$ cat src/sv/cscan_pkg.sv
package cscan_pkg;

    localparam int SLOTS_DEF      = 16;
    localparam int COORD_BITS_DEF = 16;
    localparam int RAD_BITS       = 12;
    localparam int MAX_HITS       = 15;

    localparam logic [1:0] OP_LOAD   = 2'd0;
    localparam logic [1:0] OP_SCAN   = 2'd1;
    localparam logic [1:0] OP_REMOVE = 2'd2;

    localparam logic KIND_CIRCLE  = 1'b0;
    localparam logic KIND_SEGMENT = 1'b1;

endpackage

$ cat src/sv/cscan_ram.sv
module cscan_ram #(
    parameter int WIDTH = 8,
    parameter int DEPTH = 16
) (
    input  logic                     aclk,
    input  logic                     wr_en,
    input  logic [$clog2(DEPTH)-1:0] wr_addr,
    input  logic [WIDTH-1:0]         wr_data,
    input  logic [$clog2(DEPTH)-1:0] rd_addr,
    output logic [WIDTH-1:0]         rd_data
);

    logic [WIDTH-1:0] mem [DEPTH];

    always_ff @(posedge aclk) begin
        if (wr_en) begin
            mem[wr_addr] <= wr_data;
        end
        rd_data <= mem[rd_addr];
    end

endmodule

$ cat src/sv/circle_segment_collision_scan.sv
// Collision table scanner.
// Input channel (s_valid / s_ready) carries one item per command: load writes a
// slot of the object table, remove clears its present bit, scan tests the named
// slot against every other present circle in ascending slot order.
// Result channel (m_valid / m_ready) carries one item per hit (other_slot, hit=1)
// with last on the final one, or a single no-hit item (hit=0, last=1).
// Load, remove and unknown commands give no result.
// A scan first fetches the scanned object after acceptance, then walks every
// other slot: skipping it, dropping a segment partner, running a circle/circle
// test, dropping a zero-length segment, or running a segment/circle test (with a
// 16-step restoring divide for the clamp); each hit is emitted in turn and a
// final flush item ends the scan.
// All products go through one shared registered multiplier.
// s_ready is high only while the sequencer is idle.
// A result waits in the output register while the receiver stalls; the scan
// holds at its next emission until that register frees up.
// Reset clears the present bits and all control state; the table contents need
// no clearing since only loaded slots are ever read.
module circle_segment_collision_scan import cscan_pkg::*; #(
    parameter int SLOTS      = SLOTS_DEF,
    parameter int COORD_BITS = COORD_BITS_DEF
) (
    input  logic                aclk,
    input  logic                aresetn,
    input  logic                s_valid,
    output logic                s_ready,
    input  logic [1:0]          s_operation,
    input  logic [3:0]          s_slot,
    input  logic                s_kind,
    input  logic signed [15:0]  s_pos_x,
    input  logic signed [15:0]  s_pos_y,
    input  logic [11:0]         s_radius,
    input  logic signed [15:0]  s_seg_dx,
    input  logic signed [15:0]  s_seg_dy,
    output logic                m_valid,
    input  logic                m_ready,
    output logic [3:0]          m_other_slot,
    output logic                m_hit,
    output logic                m_last
);

    localparam int C  = COORD_BITS;
    localparam int BW = $clog2(SLOTS);
    localparam int MW = (C + 2 > 18) ? C + 2 : 18;
    localparam int PW = 2 * MW;
    localparam int AW = PW + 1;
    localparam int DW = 1 + 4 * C + RAD_BITS;

    localparam logic [4:0] ST_IDLE  = 5'd0;
    localparam logic [4:0] ST_RDA   = 5'd1;
    localparam logic [4:0] ST_NEXT  = 5'd2;
    localparam logic [4:0] ST_WAITB = 5'd3;
    localparam logic [4:0] ST_C0    = 5'd4;
    localparam logic [4:0] ST_C1    = 5'd5;
    localparam logic [4:0] ST_C2    = 5'd6;
    localparam logic [4:0] ST_C3    = 5'd7;
    localparam logic [4:0] ST_S0    = 5'd8;
    localparam logic [4:0] ST_S1    = 5'd9;
    localparam logic [4:0] ST_S2    = 5'd10;
    localparam logic [4:0] ST_S3    = 5'd11;
    localparam logic [4:0] ST_S4    = 5'd12;
    localparam logic [4:0] ST_DIV   = 5'd13;
    localparam logic [4:0] ST_S5    = 5'd14;
    localparam logic [4:0] ST_S6    = 5'd15;
    localparam logic [4:0] ST_S7    = 5'd16;
    localparam logic [4:0] ST_S8    = 5'd17;
    localparam logic [4:0] ST_S9    = 5'd18;
    localparam logic [4:0] ST_S10   = 5'd19;
    localparam logic [4:0] ST_EMIT  = 5'd20;
    localparam logic [4:0] ST_FLUSH = 5'd21;

    // table storage and present bits
    logic [SLOTS-1:0] present_reg, present_next;
    logic             ram_we;
    logic [BW-1:0]    ram_waddr, ram_raddr;
    logic [DW-1:0]    ram_wdata, ram_rdata;

    logic signed [C-1:0] in_x, in_y, in_dx, in_dy;
    logic                rd_kind;
    logic signed [C-1:0] rd_x, rd_y, rd_dx, rd_dy;
    logic [RAD_BITS-1:0] rd_r;

    // sequencer state
    logic [4:0]    state_reg, state_next;
    logic [BW-1:0] slot_reg, slot_next;
    logic [BW-1:0] b_reg, b_next;
    logic [3:0]    cnt_reg, cnt_next;
    logic [3:0]    div_reg, div_next;

    // scanned object A and pair operands
    logic                  kind_a_reg, kind_a_next;
    logic signed [C-1:0]   ax_reg, ax_next, ay_reg, ay_next;
    logic signed [C-1:0]   sx_reg, sx_next, sy_reg, sy_next;
    logic [RAD_BITS-1:0]   ra_reg, ra_next, rb_reg, rb_next;
    logic [RAD_BITS:0]     rs_reg, rs_next;
    logic signed [C:0]     ddx_reg, ddx_next, ddy_reg, ddy_next;
    logic signed [C+1:0]   ex_reg, ex_next, ey_reg, ey_next;

    // shared multiplier and datapath registers
    logic signed [MW-1:0]  mul_a, mul_b;
    logic signed [PW-1:0]  prod_c, prod_reg;
    logic signed [AW-1:0]  acc_reg, acc_next, sum_c;
    logic signed [AW-1:0]  l2_reg, l2_next, rem_reg, rem_next, rem2_c;
    logic [16:0]           t_reg, t_next;
    logic signed [PW-1:0]  bias_c;
    logic signed [C+1:0]   ofs_c;

    // pending hit and output register
    logic       pend_valid_reg, pend_valid_next;
    logic [3:0] pend_reg, pend_next;
    logic       out_valid_reg, out_valid_next;
    logic [3:0] out_slot_reg, out_slot_next;
    logic       out_hit_reg, out_hit_next;
    logic       out_last_reg, out_last_next;
    logic       out_free;
    logic       at_end;

    assign in_x  = C'($unsigned(s_pos_x));
    assign in_y  = C'($unsigned(s_pos_y));
    assign in_dx = C'($unsigned(s_seg_dx));
    assign in_dy = C'($unsigned(s_seg_dy));

    assign ram_wdata = {s_kind, in_x, in_y, in_dx, in_dy, s_radius};
    assign ram_waddr = BW'(s_slot);
    assign ram_raddr = (state_reg == ST_IDLE) ? BW'(s_slot) : b_reg;

    assign rd_r    = ram_rdata[RAD_BITS-1:0];
    assign rd_dy   = ram_rdata[RAD_BITS +: C];
    assign rd_dx   = ram_rdata[RAD_BITS + C +: C];
    assign rd_y    = ram_rdata[RAD_BITS + 2*C +: C];
    assign rd_x    = ram_rdata[RAD_BITS + 3*C +: C];
    assign rd_kind = ram_rdata[RAD_BITS + 4*C];

    cscan_ram #(
        .WIDTH (DW),
        .DEPTH (SLOTS)
    ) u_table (
        .aclk    (aclk),
        .wr_en   (ram_we),
        .wr_addr (ram_waddr),
        .wr_data (ram_wdata),
        .rd_addr (ram_raddr),
        .rd_data (ram_rdata)
    );

    assign prod_c = mul_a * mul_b;
    assign sum_c  = acc_reg + AW'(prod_reg);
    assign rem2_c = rem_reg <<< 1;
    // truncate the signed Q19.16 offset toward zero
    assign bias_c = prod_reg + (prod_reg[PW-1] ? PW'(65535) : PW'(0));
    assign ofs_c  = (C+2)'(bias_c >>> 16);

    assign out_free = !out_valid_reg || m_ready;
    assign at_end   = (b_reg == BW'(SLOTS - 1));

    assign s_ready      = (state_reg == ST_IDLE);
    assign m_valid      = out_valid_reg;
    assign m_other_slot = out_slot_reg;
    assign m_hit        = out_hit_reg;
    assign m_last       = out_last_reg;

    always_comb begin
        state_next      = state_reg;
        present_next    = present_reg;
        slot_next       = slot_reg;
        b_next          = b_reg;
        cnt_next        = cnt_reg;
        div_next        = div_reg;
        kind_a_next     = kind_a_reg;
        ax_next         = ax_reg;
        ay_next         = ay_reg;
        sx_next         = sx_reg;
        sy_next         = sy_reg;
        ra_next         = ra_reg;
        rb_next         = rb_reg;
        rs_next         = rs_reg;
        ddx_next        = ddx_reg;
        ddy_next        = ddy_reg;
        ex_next         = ex_reg;
        ey_next         = ey_reg;
        acc_next        = acc_reg;
        l2_next         = l2_reg;
        rem_next        = rem_reg;
        t_next          = t_reg;
        pend_valid_next = pend_valid_reg;
        pend_next       = pend_reg;
        out_valid_next  = out_valid_reg && !m_ready;
        out_slot_next   = out_slot_reg;
        out_hit_next    = out_hit_reg;
        out_last_next   = out_last_reg;
        ram_we          = 1'b0;
        mul_a           = '0;
        mul_b           = '0;

        unique case (state_reg)
            ST_IDLE: begin
                if (s_valid) begin
                    if (s_operation == OP_LOAD && 32'(s_slot) < SLOTS) begin
                        ram_we = 1'b1;
                        present_next[BW'(s_slot)] = 1'b1;
                    end else if (s_operation == OP_REMOVE && 32'(s_slot) < SLOTS) begin
                        present_next[BW'(s_slot)] = 1'b0;
                    end else if (s_operation == OP_SCAN) begin
                        pend_valid_next = 1'b0;
                        cnt_next        = '0;
                        slot_next       = BW'(s_slot);
                        if (32'(s_slot) < SLOTS && present_reg[BW'(s_slot)]) begin
                            state_next = ST_RDA;
                        end else begin
                            state_next = ST_FLUSH;
                        end
                    end
                end
            end
            ST_RDA: begin
                kind_a_next = rd_kind;
                ax_next     = rd_x;
                ay_next     = rd_y;
                sx_next     = rd_dx;
                sy_next     = rd_dy;
                ra_next     = rd_r;
                b_next      = '0;
                state_next  = ST_NEXT;
            end
            ST_NEXT: begin
                if (b_reg == slot_reg || !present_reg[b_reg]) begin
                    if (at_end) state_next = ST_FLUSH;
                    else        b_next     = b_reg + 1'b1;
                end else begin
                    state_next = ST_WAITB;
                end
            end
            ST_WAITB: begin
                ddx_next = (C+1)'(rd_x) - (C+1)'(ax_reg);
                ddy_next = (C+1)'(rd_y) - (C+1)'(ay_reg);
                rb_next  = rd_r;
                rs_next  = {1'b0, ra_reg} + {1'b0, rd_r};
                if (rd_kind != KIND_CIRCLE) begin
                    // drop non-circle partners
                    if (at_end) begin
                        state_next = ST_FLUSH;
                    end else begin
                        b_next     = b_reg + 1'b1;
                        state_next = ST_NEXT;
                    end
                end else if (kind_a_reg == KIND_CIRCLE) begin
                    state_next = ST_C0;
                end else begin
                    state_next = ST_S0;
                end
            end
            ST_C0: begin
                mul_a      = MW'(ddx_reg);
                mul_b      = MW'(ddx_reg);
                state_next = ST_C1;
            end
            ST_C1: begin
                acc_next   = AW'(prod_reg);
                mul_a      = MW'(ddy_reg);
                mul_b      = MW'(ddy_reg);
                state_next = ST_C2;
            end
            ST_C2: begin
                acc_next   = sum_c;
                mul_a      = MW'(signed'({1'b0, rs_reg}));
                mul_b      = MW'(signed'({1'b0, rs_reg}));
                state_next = ST_C3;
            end
            ST_C3: begin
                if (acc_reg <= AW'(prod_reg)) begin
                    state_next = ST_EMIT;
                end else if (at_end) begin
                    state_next = ST_FLUSH;
                end else begin
                    b_next     = b_reg + 1'b1;
                    state_next = ST_NEXT;
                end
            end
            ST_S0: begin
                mul_a      = MW'(sx_reg);
                mul_b      = MW'(sx_reg);
                state_next = ST_S1;
            end
            ST_S1: begin
                acc_next   = AW'(prod_reg);
                mul_a      = MW'(sy_reg);
                mul_b      = MW'(sy_reg);
                state_next = ST_S2;
            end
            ST_S2: begin
                l2_next = sum_c;
                mul_a   = MW'(sx_reg);
                mul_b   = MW'(ddx_reg);
                if (sum_c == '0) begin
                    // zero-length segment never hits
                    if (at_end) begin
                        state_next = ST_FLUSH;
                    end else begin
                        b_next     = b_reg + 1'b1;
                        state_next = ST_NEXT;
                    end
                end else begin
                    state_next = ST_S3;
                end
            end
            ST_S3: begin
                acc_next   = AW'(prod_reg);
                mul_a      = MW'(sy_reg);
                mul_b      = MW'(ddy_reg);
                state_next = ST_S4;
            end
            ST_S4: begin
                priority if (sum_c <= AW'(0)) begin
                    t_next     = '0;
                    state_next = ST_S5;
                end else if (sum_c >= l2_reg) begin
                    t_next     = 17'h10000;
                    state_next = ST_S5;
                end else begin
                    rem_next   = sum_c;
                    t_next     = '0;
                    div_next   = '0;
                    state_next = ST_DIV;
                end
            end
            ST_DIV: begin
                if (rem2_c >= l2_reg) begin
                    rem_next = rem2_c - l2_reg;
                    t_next   = {t_reg[15:0], 1'b1};
                end else begin
                    rem_next = rem2_c;
                    t_next   = {t_reg[15:0], 1'b0};
                end
                div_next = div_reg + 1'b1;
                if (div_reg == 4'd15) state_next = ST_S5;
            end
            ST_S5: begin
                mul_a      = MW'(sx_reg);
                mul_b      = MW'(signed'({1'b0, t_reg}));
                state_next = ST_S6;
            end
            ST_S6: begin
                ex_next    = (C+2)'(ddx_reg) - ofs_c;
                mul_a      = MW'(sy_reg);
                mul_b      = MW'(signed'({1'b0, t_reg}));
                state_next = ST_S7;
            end
            ST_S7: begin
                ey_next    = (C+2)'(ddy_reg) - ofs_c;
                mul_a      = MW'(ex_reg);
                mul_b      = MW'(ex_reg);
                state_next = ST_S8;
            end
            ST_S8: begin
                acc_next   = AW'(prod_reg);
                mul_a      = MW'(ey_reg);
                mul_b      = MW'(ey_reg);
                state_next = ST_S9;
            end
            ST_S9: begin
                acc_next   = sum_c;
                mul_a      = MW'(signed'({1'b0, rb_reg}));
                mul_b      = MW'(signed'({1'b0, rb_reg}));
                state_next = ST_S10;
            end
            ST_S10: begin
                if (acc_reg < AW'(prod_reg)) begin
                    state_next = ST_EMIT;
                end else if (at_end) begin
                    state_next = ST_FLUSH;
                end else begin
                    b_next     = b_reg + 1'b1;
                    state_next = ST_NEXT;
                end
            end
            ST_EMIT: begin
                // release the previous hit, hold this one until the next is known
                if (out_free) begin
                    out_valid_next  = pend_valid_reg;
                    out_slot_next   = pend_reg;
                    out_hit_next    = 1'b1;
                    out_last_next   = 1'b0;
                    pend_valid_next = 1'b1;
                    pend_next       = 4'(b_reg);
                    cnt_next        = cnt_reg + 1'b1;
                    if (cnt_reg == 4'(MAX_HITS - 1) || at_end) begin
                        state_next = ST_FLUSH;
                    end else begin
                        b_next     = b_reg + 1'b1;
                        state_next = ST_NEXT;
                    end
                end
            end
            ST_FLUSH: begin
                if (out_free) begin
                    out_valid_next = 1'b1;
                    out_slot_next  = pend_valid_reg ? pend_reg : 4'd0;
                    out_hit_next   = pend_valid_reg;
                    out_last_next  = 1'b1;
                    state_next     = ST_IDLE;
                end
            end
            default: begin
                state_next = ST_IDLE;
            end
        endcase
    end

    always_ff @(posedge aclk) begin
        if (!aresetn) begin
            state_reg      <= ST_IDLE;
            present_reg    <= '0;
            out_valid_reg  <= 1'b0;
            pend_valid_reg <= 1'b0;
            cnt_reg        <= '0;
            div_reg        <= '0;
            b_reg          <= '0;
        end else begin
            state_reg      <= state_next;
            present_reg    <= present_next;
            out_valid_reg  <= out_valid_next;
            pend_valid_reg <= pend_valid_next;
            cnt_reg        <= cnt_next;
            div_reg        <= div_next;
            b_reg          <= b_next;
        end
    end

    always_ff @(posedge aclk) begin
        slot_reg     <= slot_next;
        kind_a_reg   <= kind_a_next;
        ax_reg       <= ax_next;
        ay_reg       <= ay_next;
        sx_reg       <= sx_next;
        sy_reg       <= sy_next;
        ra_reg       <= ra_next;
        rb_reg       <= rb_next;
        rs_reg       <= rs_next;
        ddx_reg      <= ddx_next;
        ddy_reg      <= ddy_next;
        ex_reg       <= ex_next;
        ey_reg       <= ey_next;
        prod_reg     <= prod_c;
        acc_reg      <= acc_next;
        l2_reg       <= l2_next;
        rem_reg      <= rem_next;
        t_reg        <= t_next;
        pend_reg     <= pend_next;
        out_slot_reg <= out_slot_next;
        out_hit_reg  <= out_hit_next;
        out_last_reg <= out_last_next;
    end

endmodule

$ cat config.mk
export PLATFORM = sky130hd
export DESIGN_NAME = circle_segment_collision_scan
export DESIGN_NICKNAME = d
export VERILOG_FILES = /design/src/sv/cscan_pkg.sv /design/src/sv/cscan_ram.sv /design/src/sv/circle_segment_collision_scan.sv
export SDC_FILE = /design/constraint.sdc
export NUM_CORES = 2
export LEC_CHECK = 0
export BUFFER_PORTS_ARGS = -buffer_cell sky130_fd_sc_hd__buf_4
export CAP_MARGIN = 20
export CORE_ASPECT_RATIO = 1.5
export CORE_MARGIN = 4
export CORE_UTILIZATION = 48
export DETAILED_ROUTE_END_ITERATION = 10
export SLEW_MARGIN = 0
export SYNTH_ARGS = -nofsm -noshare
export SYNTH_HDL_FRONTEND = slang
export SYNTH_SLANG_ARGS = --single-unit
$ cat constraint.sdc
create_clock -name aclk -period 23.6 [get_ports aclk]
set_input_delay 1.18 -clock aclk [delete_from_list [all_inputs] [get_ports aclk]]
set_output_delay 1.18 -clock aclk [all_outputs]
set_load 0.05 [all_outputs]
# Yosys cells after proc, flatten, opt, wreduce, memory -nomap -nowiden
# Memories as Yosys holds them, arrays and structs flattened. A register that Yosys moved wholly into a read port is not among the register bits.
# Cells that the tools add are included.
# Widths: inputs -> output; s select.
[totals] out_inout_bits=8 ff_bits=384 mem_bits_rw=1232 n_memories=1 wordCells=211
[classes] order_cmp=8 n_addsub=11 eq_ne=43 bitwise_logic=5 mux=81 multipliers=1 n_reduce_logical=32
[mem_list] memory="u_table.mem" words=16 width=77 rd=1 rd_ports_with_merged_regs=1 wr=1 line="cscan_ram.sv:13" rtl="logic [WIDTH-1:0] mem [DEPTH];"
[ops] operator="$pmux 18 s9" n=1
[ops] operator="$pmux 18 s8" n=1
[ops] operator="$pmux 5 s22" n=1
[ops] operator="$mux 36" n=3
[ops] operator="$mux 4" n=20
[ops] operator="$mux 5" n=16
[ops] operator="$ge 37x37->1" n=2
[ops] operator="$pmux 37 s2" n=1
[ops] operator="$pmux 36 s2" n=1
[ops] operator="$mux 16" n=3
[ops] operator="$eq 5x4->1 const B" n=8
[ops] operator="$add 37x36->37" n=1
[ops] operator="$le 37x1->1 const B" n=1
[ops] operator="$le 37x36->1" n=1
[ops] operator="$logic_not 37->1" n=1
[ops] operator="$lt 37x36->1" n=1
[ops] operator="$mul 18x18->36" n=1
[ops] operator="$sub 17x18->18" n=2
[ops] operator="$sub 36x36->36" n=1
[ops] operator="$add 34x17->34" n=1
[ops] operator="$mux 17" n=2
[ops] operator="$pmux 17 s2" n=1
[ops] operator="$sub 16x16->17" n=2
[ops] operator="$eq 5x5->1 const B" n=6
[ops] operator="other kinds (40)" n=103

# Logic depth before layout (Yosys ltp)
[logic_depth] ltp_word=8 depth_mapped=36

# By module
# From an unflattened synthesis, not the netlist that was laid out.
[hier_totals] hier_cells=5982 hier_area_um2=85189.2
[by_module_without_submodules] mod="cscan_ram" cells_each=1978 area_per_inst_um2=47575.6 n_inst=1
[by_module_without_submodules] mod="circle_segment_collision_scan" cells_each=4004 area_per_inst_um2=37613.6 n_inst=1

# Least setup slack after synthesis
# OpenSTA, ideal clock, no wires.
[synth_timing] path_kind="input-to-reg" start="input s_slot[0]" end="memory u_table.mem[11][0] (netlist name) (enable)" setup_time_ns=0.623 t_arrival_ns=7.844 path_buffers=3 setup_slack_ns=15.134 stages=6 cell_sequence="clkbuf_1 clkbuf_1 and3_1 clkbuf_1 nand2b_1 nor3b_1"
[synth_rtl] item="start: declaration" line="circle_segment_collision_scan.sv:28" rtl="input logic [3:0] s_slot,"
[synth_rtl] item="end: declaration" line="cscan_ram.sv:13"
# No word-level cell before the write port.

# Final worst setup path
[layout_timing] start="register state_reg[2]" end="register prod_reg[35]"
[layout_between] elab_chain_len=4 elab_cells_between_ends=20 classes_between="mul: 1; eq/ne: 12; mux: 2; reduce/logical: 5"
[layout_lines] item="start: declaration" line="circle_segment_collision_scan.sv:84" rtl="logic [4:0] state_reg, state_next;"
[layout_lines] item="start signal: assignment" line="circle_segment_collision_scan.sv:419" rtl="state_reg <= state_next;"
[layout_lines] item="$eq 5x4->1 or $eq 5x3->1 (tied branches)" line="circle_segment_collision_scan.sv:195" rtl="unique case (state_reg)"
[layout_lines] item="$reduce_or 3->1 (no line) or $reduce_or 2->1 (tied branches)"
[layout_lines] item="$pmux 18 s8 or $pmux 18 s9 (tied branches)" line="circle_segment_collision_scan.sv:195"
[layout_lines] item="$mul 18x18->36 (*)" line="circle_segment_collision_scan.sv:146" rtl="assign prod_c = mul_a * mul_b;"
[layout_lines] item="net prod_c[35]" line="circle_segment_collision_scan.sv:101" rtl="logic signed [PW-1:0] prod_c, prod_reg;"
[layout_lines] item="end signal: assignment" line="circle_segment_collision_scan.sv:443" rtl="prod_reg <= prod_c;"
[layout_lines] item="end: declaration" line="circle_segment_collision_scan.sv:101"
# The timed path passes the listed nets; every way through them passes the cells marked *.
# A chain may end at the register's enable or synchronous reset.

==> impl_metrics.env <==
export IMPL_route_top_layer_used="met5"
export IMPL_drc_errors=0
export IMPL_final_cell_mix="1545 x edfxtp_1, 604 x inv_1, 485 x nand2_1, 391 x nor2_1, 337 x ha_1"
export IMPL_wl_met2_um=117600
export IMPL_rows=188
export IMPL_hold_viol_final=0
export IMPL_hp_class="reg -> reg"
export IMPL_yosysSeqAreaShare_pct=58.13
export IMPL_synthXorXnorAreaFrac_pct=1.755
export IMPL_rr_worst_depth=32
export IMPL_cts_tree="done"
export IMPL_pwr_density_cell_nw_per_um2=123.9
export IMPL_hold_buffers=0
export IMPL_firstDrtPassIters=6
export IMPL_synth_area_per_cell_um2=14.13
export IMPL_cts_root_buf="clkbuf_16"
export IMPL_cts_made_buffers=159
export IMPL_stdcell_area_um2=94370
export IMPL_cellLeakagePower_nw=34.85
export IMPL_hold_start="u_table.rd_data[35]"
export IMPL_routedWlPerCell_um=26.30
export IMPL_path_delay_family="adder cells"
export IMPL_met1_length_um=82790
export IMPL_grt_pass1_wl_um=336700
export IMPL_outcome="finished clean"
export IMPL_synthToLayoutAreaGrowth_pct=11.14
export IMPL_rsz0062_at_grt="no"
export IMPL_vias=50470
export IMPL_vias_per_cell=5.887
export IMPL_drt_iter0_markers=3751
export IMPL_gp_congestion=0.9656
export IMPL_synth_top_area_share_pct=54.64
export IMPL_fillers=14520
export IMPL_critPathKind="reg -> reg"
export IMPL_routed_wl_um=225500
export IMPL_whs_ns=0.4045
export IMPL_tns_ns=0
export IMPL_synth_cell_type_count=92
export IMPL_path_common_cell="inv_1"
export IMPL_fin_nets=6909
export IMPL_dieArea_um2=183800
export IMPL_synth_cells=6008
export IMPL_slew_headroom_pct=25.36
export IMPL_synth_top_family_by_area="adder cells"
export IMPL_sw_frac_of_total_pct=38.54
export IMPL_synth_simple_area_share_pct=7.487
export IMPL_synth_flop_cell="edfxtp_1"
export IMPL_reg2reg_to="prod_reg[35]"
export IMPL_dpl_hpwl_um=149000
export IMPL_die_w_um=351.4
export IMPL_start_kind="register"
export IMPL_die_h_um=523.1
export IMPL_min_period_ns=9.222
export IMPL_max_stage_delay_ns=0.81
export IMPL_combPwrFrac_pct=44.7
export IMPL_clock_sinks=1693
export IMPL_critical_path_buf_inv_count=6
export IMPL_slowest_stage="dfxtp_1"
export IMPL_synth_top_area_cell="edfxtp_1"
export IMPL_ff2ff_setup_slack_ns=14.38
export IMPL_postPlaceCellArea_um2=88860
export IMPL_clk_latency_ns=0.80
export IMPL_endpoint_kind="register"
export IMPL_synth_warnings=0
export IMPL_cap_violations=0
export IMPL_cts_buffer_depth=3
export IMPL_fin_util_pct=53.78
export IMPL_initial_core_util_pct=48.39
export IMPL_cp_max_fo=23
export IMPL_io_buffers=94
export IMPL_path_clk_slew_ns=0.06
export IMPL_io_pins=95
export IMPL_pwr_share_clk_pct=22.6
export IMPL_postCtsSetupRepairBufs=0
export IMPL_ctsResizeCount=0
export IMPL_syn_nets=6768
export IMPL_top_register="u_table.mem"
export IMPL_grt_usage_pct=24.78
export IMPL_async_reset_ff_share_pct=0
export IMPL_pwr_share_seq_pct=32.6
export IMPL_final_max_slew_violation_count=0
export IMPL_post_route_period_util_pct=39.08
export IMPL_met3_length_um=12380
export IMPL_grt_pass1_vias=52620
export IMPL_setup_viol_count_final=0
export IMPL_netlist_area_um2=84910
export IMPL_final_common_cell="edfxtp_1"
export IMPL_internal_power_w=0.007185
export IMPL_grt_max_degree=108
export IMPL_synth_compound_area_share_pct=7.216
export IMPL_holdPathStages=0
export IMPL_crit_arrival_ns=9.89
export IMPL_largest_reg_flops=1232
export IMPL_antenna_found_initial=13
export IMPL_core_area_um2=175500
export IMPL_drive_gt1_share_pct=14.10
export IMPL_ys_ff_latch=1693
export IMPL_antenna_left=0
export IMPL_timing_rr_start="state_reg[2]"
export IMPL_tightest_slew_ns=1.091
export IMPL_top_regs="u_table.mem: 1232 flops, u_table.rd_data: 77 flops"
export IMPL_synth_edf_count=1545
export IMPL_fin_skew_ns=0.04886
export IMPL_htree_levels=4
export IMPL_synth_area_leaders="edfxtp_1 55%, mux4_2 8.4%, fa_1 7.9%, ha_1 5.0%, dfxtp_1 3.5%"
export IMPL_min_to="sx_reg[7]"
export IMPL_p_sw_w=0.004506
export IMPL_yosys_area_share_adder_pct=12.89
export IMPL_synthMuxAreaShare_pct=8.791
export IMPL_required_ns=24.27
export IMPL_grt_overflow_total=0
export IMPL_fmax_mhz=108.4
export IMPL_peakVddDrop_v=0.00009041
[worst max-delay path by stage]
stage                      start                  to  slack (ns)  cells past startpoint
finish              state_reg[2]        prod_reg[35]       14.38                     32
global route        state_reg[2]        prod_reg[35]       13.76                     32
CTS                 state_reg[2]        prod_reg[35]       14.39                     32
detailed placement  state_reg[2]        prod_reg[35]       14.43                     32
global placement    state_reg[2]        prod_reg[35]       14.19                     30
floorplan              s_slot[0]  u_table.mem[11][0]       15.13                      6
[power groups by stage]
stage,Combinational [W],Clock (W),Sequential (W)
final,0.00523,0.00264,0.00382
after floorplan,0.00364,0,0.00377
after detailed placement,0.00526,0,0.00388
after global routing,0.00578,0.00283,0.00383
after CTS,0.00528,0.00270,0.00382
after global placement,0.00518,0,0.00388
[per-layer routing]
metal | up-vias | GRT usage [%]
met5 | - | 0
met3 | 546 | 3.933
li1 | 22340 | -
met2 | 1643 | 44.40
met4 | 14 | 11.84
met1 | 25920 | 29.07
[metrics by stage]
| step | instances | total power (W) | worst slack, ns |
|---|---|---|---|
| after detailed placement | 8267 | 0.009142 | 14.43 |
| after floorplan | 6008 | 0.007409 | 15.13 |
| after global routing | 8565 | 0.01243 | 13.76 |
| after CTS | 8563 | 0.01180 | 14.39 |
| after global placement | 8265 | 0.009062 | 14.19 |
| final | 8573 | 0.01169 | 14.38 |
[logic make-up (layout without fill, tap and decap cells)]
logic type,after synthesis,after routing
AO/OA/AOI/OAI,905,905
XOR/XNOR,167,167
adder cells (fa/ha/maj),673,673
buffers and inverters,845,1121
flip-flops,1693,1693
multiplexers,346,346
other,0,9
AND/OR/NAND/NOR,1379,1379
[area by class of cell]
| class | count | area (um2) | area share, % |
|---|---|---|---|
| Tap cell | 2280 | 2853 | 3.023 |
| Clock buffer | 221 | 4496 | 4.764 |
| Antenna cell | 9 | 22.52 | 0.02387 |
| Sequential cell | 1693 | 49360 | 52.30 |
| Timing Repair Buffer | 218 | 1714 | 1.816 |
| Multi-Input combinational cell | 3470 | 32670 | 34.62 |
| Clock inverter | 75 | 980.9 | 1.039 |
| Inverter | 607 | 2280 | 2.416 |
[cell usage after synthesis, types with 18 or more instances]
cell type / n
nor2_1: 408
nand3_1: 52
xnor2_1: 121
a221oi_1: 18
mux4_2: 318
a22oi_1: 39
edfxtp_1: 1545
nand4_1: 35
a211oi_1: 107
nor2b_1: 59
and3_1: 28
or2_2: 20
nor3_1: 55
buf_1: 47
and2_1: 109
a21o_1: 63
ha_1: 337
or3_1: 18
nor4_1: 18
fa_1: 336
nand2b_1: 48
clkbuf_1: 190
inv_1: 605
xor2_1: 44
dfxtp_1: 148
a21boi_0: 20
a22o_1: 42
a31oi_1: 118
o21a_1: 24
o21ai_0: 132
a21oi_1: 184
mux2_2: 18
o21bai_1: 26
nand2_1: 486
(Power assumes the default switching activity.)
